### src/fgb_ram.sv
module fgb_ram #(
	parameter int WIDTH = 8,
	parameter int DEPTH = 16
) (
	input  logic                                   clk,
	input  logic                                   we,
	input  logic [(DEPTH > 1 ? $clog2(DEPTH) : 1)-1:0] waddr,
	input  logic [WIDTH-1:0]                       wdata,
	input  logic [(DEPTH > 1 ? $clog2(DEPTH) : 1)-1:0] raddr,
	output logic [WIDTH-1:0]                       rdata
);

	logic [WIDTH-1:0] mem [DEPTH];

	always_ff @(posedge clk) begin
		if (we) begin
			mem[waddr] <= wdata;
		end
		rdata <= mem[raddr];
	end

endmodule

### config.mk
export PLATFORM = sky130hd
export DESIGN_NAME = fgb_ram
export DESIGN_NICKNAME = d
export VERILOG_FILES = /design/src/fgb_ram.sv
export SDC_FILE = /design/constraint.sdc
export NUM_CORES = 1
export LEC_CHECK = 0
export ABC_AREA = 1
export BUFFER_PORTS_ARGS = -buffer_cell sky130_fd_sc_hd__buf_2
export CAP_MARGIN = 20
export CELL_PAD_IN_SITES_DETAIL_PLACEMENT = 2
export CELL_PAD_IN_SITES_GLOBAL_PLACEMENT = 2
export CORE_UTILIZATION = 43
export CTS_CLUSTER_SIZE = 10
export DETAILED_ROUTE_END_ITERATION = 16
export PLACE_DENSITY_LB_ADDON = 0.1
export SLEW_MARGIN = 20
export SYNTH_ARGS = -nofsm -noshare
export SYNTH_HDL_FRONTEND = slang
export SYNTH_SLANG_ARGS = --single-unit
### constraint.sdc
create_clock -name clk -period 2.45 [get_ports clk]
set_input_delay 0.3675 -clock clk [delete_from_list [all_inputs] [get_ports clk]]
set_output_delay 0.3675 -clock clk [all_outputs]
set_load 0.01 [all_outputs]
==> reports/results.tsv <==
metric	value	unit
post-DP HPWL	10500	µm
Yosys top cell area share	66.7	%
CP startpoint kind	input port	
Pins Over Slew Limit	0	
Seq/Total Area, Yosys	69.4	%
die height	118	µm
RSZ-0062 raised after global routing	no	
Initial Utilization	45.0	%
Routability Congestion	0.755	
syn avg cell area	10.5	µm²
Top delay family on crit path	simple AND/OR/NAND/NOR gates	
worst IR drop on VDD	0.630	mV
I/O Pins	26	
Ant. Diodes	0	
Die X	118	µm
setup_tns	0	ns
CTS Hold Bufs	0	
initial DRC count	245	
Ys Warns	0	
Worst EP required	2.49	ns
final hold vios	0	
crit path cell chain	buf_2 -> nand3b_1 -> nor2_1	
CTS clk-pin slew, worst paths	0.05	ns
die area	13900	µm²
Sequential Area	4000	µm²
GRT overflow	0	
Final WS setup	1.01	ns
Worst Path Buf+Inv	1	
commonest non-fill, non-tap cell in the layout	nand2_1	
Worst Hold Path EP	rdata[4]	
Final #Nets	601	
post-synthesis instance area	5770	µm²
final worst-path cycle share	58.7	%
Clock Sink Count	136	
Power per Cell Area	805	nW/µm²
Critical Path Fanout Max	8	
Setup Viol. Count Final	0	
R2R depth	6	
worst slew pin tran	0.877	ns
CTS Buf Count	17	
r2r startpoint	mem[1][3]	
post-synth top area cell	edfxtp_1	
PortBufs	25	
R2R Path End	rdata[3]	
status	completed	
cell depth of the worst setup path	3	
worst clock skew	0.00617	ns
vias	3947	
CORE AREA	12800	µm²
Clock Latency Late Sink	0.42	ns
Hold Path Depth	3	
row count	41	
final wirelength	16900	µm
synth top area cells	edfxtp_1 67%, nand2_1 11%, nand3_1 8.4%	
Resized cells post-CTS	0	
fill cell count	1315	
max-cap violation count	0	
pre-CTS WS	0.595	ns
post-route antenna net violation count	0	
Crit Path Category	input port to register	
Post-Syn Instances	551	
initial antenna violation count	0	
multi-input logic area	1210	µm²
HP Start	raddr[3]	
fin crit period	1.44	ns
commonest non-fill, non-tap cells in the layout	173 x nand2_1, 128 x edfxtp_1, 100 x inv_1	
WP data arrival	1.48	ns
largest net degree at the start of global routing	65	
Fmax	695	MHz
Leakage	2.86	nW
crit path max-delay cell type	nor2_1	
critical path's largest stage delay	0.72	ns
reg2reg setup slack	1.31	ns
Critical Path Sink Type	register	
vias in the first global route	4521	
crit path from	waddr[3]	
synthesis-stage register bit count	136	
via/cell ratio	5.14	
DR DRC count	0	
Post-CTS Setup Bufs	0	
Synth-to-Final Area Change	14.4	%
share of cells above drive strength 1	10.7	%
Slew HR	41.3	%
Hold Crit Class	input port to register	
Clock Root Buffer	clkbuf_16	
Synth Net Count	569	
Pre-antenna DRT Iters	5	
Clock Path Buffers	2	
wire per inst	22.0	µm
first-pass GRT wire length	26300	µm
CTS tree	yes	
GR Util All Layers	26.5	%
H-tree depth	4	
Synth cell types	12	
==> routing by layer <==
| layer | track usage [%] | vias to the layer above | wire [µm] |
|---|---|---|---|
| li1 | - | 1836 | - |
| met1 | 34.1 | 1969 | 6900 |
| met2 | 44.9 | 119 | 8580 |
| met3 | 4.84 | 23 | 1100 |
| met4 | 9.46 | 0 | 338 |
| met5 | 0 | - | 0 |
==> sequential cells by signal (all words and copies together), names as in the netlist <==
signal and count:
rdata 8, mem 128
==> area by class of cell <==
cell class | instances | share of cell area [%]
Sequential cell | 136 | 60.7
Multi-Input combinational cell | 289 | 18.4
Clock buffer | 30 | 8.09
Inverter | 102 | 5.80
Timing Repair Buffer | 37 | 3.64
Tap cell | 172 | 3.26
Clock inverter | 2 | 0.152
==> cell families (layout without fill, tap and decap cells) <==
kind of cell	count (synthesis)	in the layout	synth area share, %
buffers and inverters	126	171	9.52
DFF	136	136	69.4
and+or+nand+nor	289	289	21.0
==> synth_stat cells <==
cell	n
buf_2	13
dfxtp_1	8
inv_1	100
nand3b_1	2
inv_2	2
nand2_1	173
buf_1	1
buf_6	6
buf_4	4
nor2_1	17
edfxtp_1	128
nand3_1	97
==> stage by stage <==
step / hold WS, ns / util, % / area, µm² / std cells / power [W]
final: 0.332 / 51.5 / 6600 / 768 / 0.00531
after global routing: 0.346 / 51.5 / 6600 / 768 / 0.00548
after CTS: 0.325 / 51.5 / 6600 / 768 / 0.00535
after global placement: 0.664 / 47.2 / 6060 / 736 / 0.00299
after detailed placement: 0.705 / 47.2 / 6060 / 736 / 0.00301
after floorplan: 0.466 / - / 5770 / 551 / 0.00285
==> worst reg2reg max path: stages, from the launching register on <==
cell and delay, ns:
edfxtp_1 0.39, inv_1 0.08, nand2_1 0.06, nand3_1 0.11, nand3_1 0.16, nand3_1 0.16
nand2_1 0.08
==> worst max-delay path by stage <==
stage,to
after floorplan,mem[10][0]
after global placement,mem[6][0]
after detailed placement,mem[6][5]
after CTS,mem[7][4]
after global routing,mem[7][6]
final,mem[6][0]
==> report_power, final <==
group	switching, W	total [W]	internal, W
Combinational	0.000257	0.000348	0.0000911
Clock	0.000893	0.00235	0.00145
Sequential	0.0000167	0.00262	0.00260
Total	0.00117	0.00531	0.00415
Power figures use the tool's default switching activity.
