--- src/fgb_div.sv ---
// Restoring divider, one quotient bit per cycle; the divisor must be non-zero.
module fgb_div #(
	parameter int W = 14
) (
	input  logic         clk,
	input  logic         arst_n,
	input  logic         go,
	input  logic [W-1:0] dividend,
	input  logic [W-1:0] divisor,
	output logic         done,
	output logic [W-1:0] quotient
);

	localparam int CNTW = $clog2(W + 1);

	logic [CNTW-1:0] cnt_q;
	logic            active_q;
	logic            done_q;
	logic [W-1:0]    rem_q;
	logic [W-1:0]    quo_q;
	logic [W-1:0]    dvs_q;
	logic [W:0]      trial;

	assign trial = {rem_q, quo_q[W-1]} - {1'b0, dvs_q};

	always_ff @(posedge clk or negedge arst_n) begin
		if (!arst_n) begin
			cnt_q <= '0;
			active_q <= 1'b0;
			done_q <= 1'b0;
		end else begin
			done_q <= 1'b0;
			if (go) begin
				cnt_q <= CNTW'(W);
				active_q <= 1'b1;
			end else if (active_q) begin
				cnt_q <= cnt_q - CNTW'(1);
				if (cnt_q == CNTW'(1)) begin
					active_q <= 1'b0;
					done_q <= 1'b1;
				end
			end
		end
	end

	always_ff @(posedge clk) begin
		if (go) begin
			rem_q <= '0;
			quo_q <= dividend;
			dvs_q <= divisor;
		end else if (active_q) begin
			if (!trial[W]) begin
				rem_q <= trial[W-1:0];
				quo_q <= {quo_q[W-2:0], 1'b1};
			end else begin
				rem_q <= {rem_q[W-2:0], quo_q[W-1]};
				quo_q <= {quo_q[W-2:0], 1'b0};
			end
		end
	end

	assign done = done_q;
	assign quotient = quo_q;

endmodule

--- config.mk ---
export PLATFORM = sky130hd
export DESIGN_NAME = fgb_div
export DESIGN_NICKNAME = d
export VERILOG_FILES = /design/src/fgb_div.sv
export SDC_FILE = /design/constraint.sdc
export NUM_CORES = 1
export LEC_CHECK = 0
export BUFFER_PORTS_ARGS = -buffer_cell sky130_fd_sc_hd__buf_2
export CAP_MARGIN = 30
export CORE_UTILIZATION = 56
export DETAILED_ROUTE_END_ITERATION = 16
export MAX_ROUTING_LAYER = met4
export PLACE_DENSITY_LB_ADDON = 0.1
export SLEW_MARGIN = 5
export SYNTH_ARGS = -nofsm -noshare
export SYNTH_HDL_FRONTEND = slang
export SYNTH_SLANG_ARGS = --single-unit
--- constraint.sdc ---
create_clock -name clk -period 3.48 [get_ports clk]
set_input_delay 0.696 -clock clk [delete_from_list [all_inputs] [get_ports clk]]
set_output_delay 0.696 -clock clk [all_outputs]
set_load 0.01 [all_outputs]
==> results.cfg <==
[run_status]
outcome = finished, final reports clean

[final_layout]
syn_to_final_growth_pct = 12.75
layout.cells.most_common_list = 45 x buf_2, 28 x edfxtp_1, 23 x inv_1
n_fill_cell = 385
diodes = 0
fin_nets = 343
multi_input_area_um2 = 1280
final_common_cell = buf_2
drive_gt1_frac = 0.2669
seqCellArea_um2 = 1271

[cts]
postCtsHoldBufs = 0
clock_latency_ns = 0.30
ctsResizeCount = 0
cts_root_buffer = clkbuf_8
cts.sinks = 48
h-tree-depth = 2
numCtsBuffers = 5
clockBufferDepth = 2
tritoncts = yes
clkTransAtPathRegs_ns = 0.09
cts_setup_buffers = 0

[pwr]
report.power.total_w = 0.001898
p_sw_frac = 0.3392
seq_power_share = 0.400
switchingPower_w = 0.0006436
leakage_nw = 1.384
power_frac_clock = 0.219
p_comb_frac = 0.381
ir_drop_mv = 0.2968
power_density_nw_per_um2 = 619.1
p_int_w = 0.001254

[sta]
maxSlewViolCount = 0
skew_ns = 0.006474
period_minus_slack_ns = 3.013
whs_ns = 0.2036
setup_viol = 0
period_share = 0.8659
tightest_slew_ns = 0.7198
max-slew-margin-rel = 0.5187
finalHoldViolCount = 0
fmax_ghz = 0.3319
fin_tns_setup_ns = 0
rsz0062_at_grt = false

[critical_path]
required_ns = 3.67
cp_cell_sequence = inv_1 > ha_1 > fa_1 > nor2b_4 > o31a_1 > o21a_1 > o211a_1 > o211ai_2 > buf_4 > mux2i_1 > o21ai_0
cp-end-kind = flip-flop
start_kind = flip-flop
max_stage_delay_ns = 0.60
crit_slowest_cell = o211ai_2
worstPathMaxFanout = 11
path_class = reg -> reg
arrival_ns = 3.20

[synthesis]
netlist_area_um2 = 2719
syn_area_per_cell_um2 = 10.83
ys_ff_latch = 48
syn_inst = 251
synth.yosys.seq_area_share = 0.4676
synth_edf_count = 28
asyncSetResetFlopFracSynth = 0.1250
yosysWarningCount = 0
synth_cell_types = 48
ys.flop_type = edfxtp_1
syn_nets = 299
yosys.area.top_type = edfxtp_1
synth_top_area_frac = 0.3092
ys_top_cells_by_area = edfxtp_1 31%, dfxtp_1 10%, ha_1 7.4%

[placement]
gp_congestion = 0.9590
hpwl_um = 3750
io_buffers = 45

[floorplan]
core.rowCount = 24
die_w_um = 71.68
start_util = 0.6036
core_area_um2 = 4504
io_pins = 46
die_area_um2 = 5138
dieHeight_um = 71.68

[global_routing]
grt_max_degree = 30
grt_pass1_vias = 1894
antenna_found_initial = 0
grt_usage = 0.2218
grt_overflow = 0
grt_pass1_wl_um = 8521

[routing]
drc_errors = 0
first_pass_iters = 4
viasPerCell = 5.736
drt_iter0_drc = 149
num_vias = 1996
drt_wl_total_um = 5105
ant_nets = 0
avgRoutedWirePerCell_um = 14.67

[worst_hold_path]
min_path_type = in -> async

[job]
cap_violations = 0
routing by layer:
layer,share of wire,up-vias,wire (um),GRT usage
met5,0,-,0,-
met4,0.017,0,89,0.07190
met2,0.46,63,2332,0.3365
met1,0.47,936,2411,0.2945
li1,-,987,-,-
met3,0.053,10,272,0.05345
through the flow:
step / std cells / instance area [um2] / util / worst slack (ns)
6_report: 348 / 3065 / 0.6806 / 0.4668
5_1_grt: 348 / 3065 / 0.6806 / 0.2504
4_1_cts: 348 / 3065 / 0.6806 / 0.4838
3_5_place_dp: 340 / 2950 / 0.6550 / 0.5060
3_3_place_gp: 340 / 2950 / 0.6550 / 0.6116
2_1_floorplan: 251 / 2719 / - / 0.9390
synth_stat cells, types with 5 or more instances:
library cell,n
mux2i_1,10
nor2_1,20
inv_1,23
dfrtp_1,6
o21ai_0,13
edfxtp_1,28
xnor2_1,6
a211oi_1,5
dfxtp_1,14
a21oi_1,12
mux2_2,14
nand2b_1,5
ha_1,16
a21o_1,5
nand2_1,17
state kept, by name, indices dropped and copies added (netlist names):
signal    count
rem_q        14
cnt_q         4
dvs_q        14
done          1
active_q      1
quotient     14
area by class of cell:
cell class,instances,share of cell area
inverters,23,0.02816
flip-flops and latches,48,0.4147
clock inverters,3,0.01510
well taps,52,0.02122
repair buffers,48,0.08082
clock buffers,5,0.02245
multi-input cells,169,0.4176
power groups by stage:
stage	clock [W]	sequential, W	combinational (W)
6_report	0.000415	0.000759	0.000724
3_5_place_dp	0	0.000771	0.000715
5_1_grt	0.000443	0.000769	0.000798
2_1_floorplan	0	0.000766	0.000612
4_1_cts	0.000424	0.000758	0.000718
3_3_place_gp	0	0.000768	0.000700
cells by family after synthesis:
| group | count (synthesis) | share of synthesized area |
|---|---|---|
| XOR/XNOR | 10 | 0.03221 |
| AND/OR/NAND/NOR | 60 | 0.1081 |
| buffers and inverters | 34 | 0.06166 |
| adder cells (fa/ha/maj) | 17 | 0.08099 |
| flip-flops | 48 | 0.4676 |
| AO/OA/AOI/OAI | 57 | 0.1491 |
| multiplexers | 25 | 0.1003 |
worst max-delay path, delay by kind of cell, from the launching register on:
kind	cells	cell delay (ns)
compound gates	5	1.41
buf+inv	2	0.39
simple gates	1	0.05
flops	1	0.40
fa+ha+maj	2	0.42
mux	1	0.22
worst paths after layout:
path | startpoint | to | slack (ns) | cells after the start
setup / recovery | quotient[13] | rem_q[12] | 0.47 | 11
hold reg to reg | rem_q[10] | rem_q[10] | 0.50 | 2
setup reg to reg | quotient[13] | rem_q[12] | 0.47 | 11
min in group clk | rem_q[10] | rem_q[10] | 0.50 | 2
max in group asynchronous | arst_n | cnt_q[0] | 3.13 | 1
hold / removal | arst_n | active_q | 0.20 | 1
(Power assumes the default switching activity.)
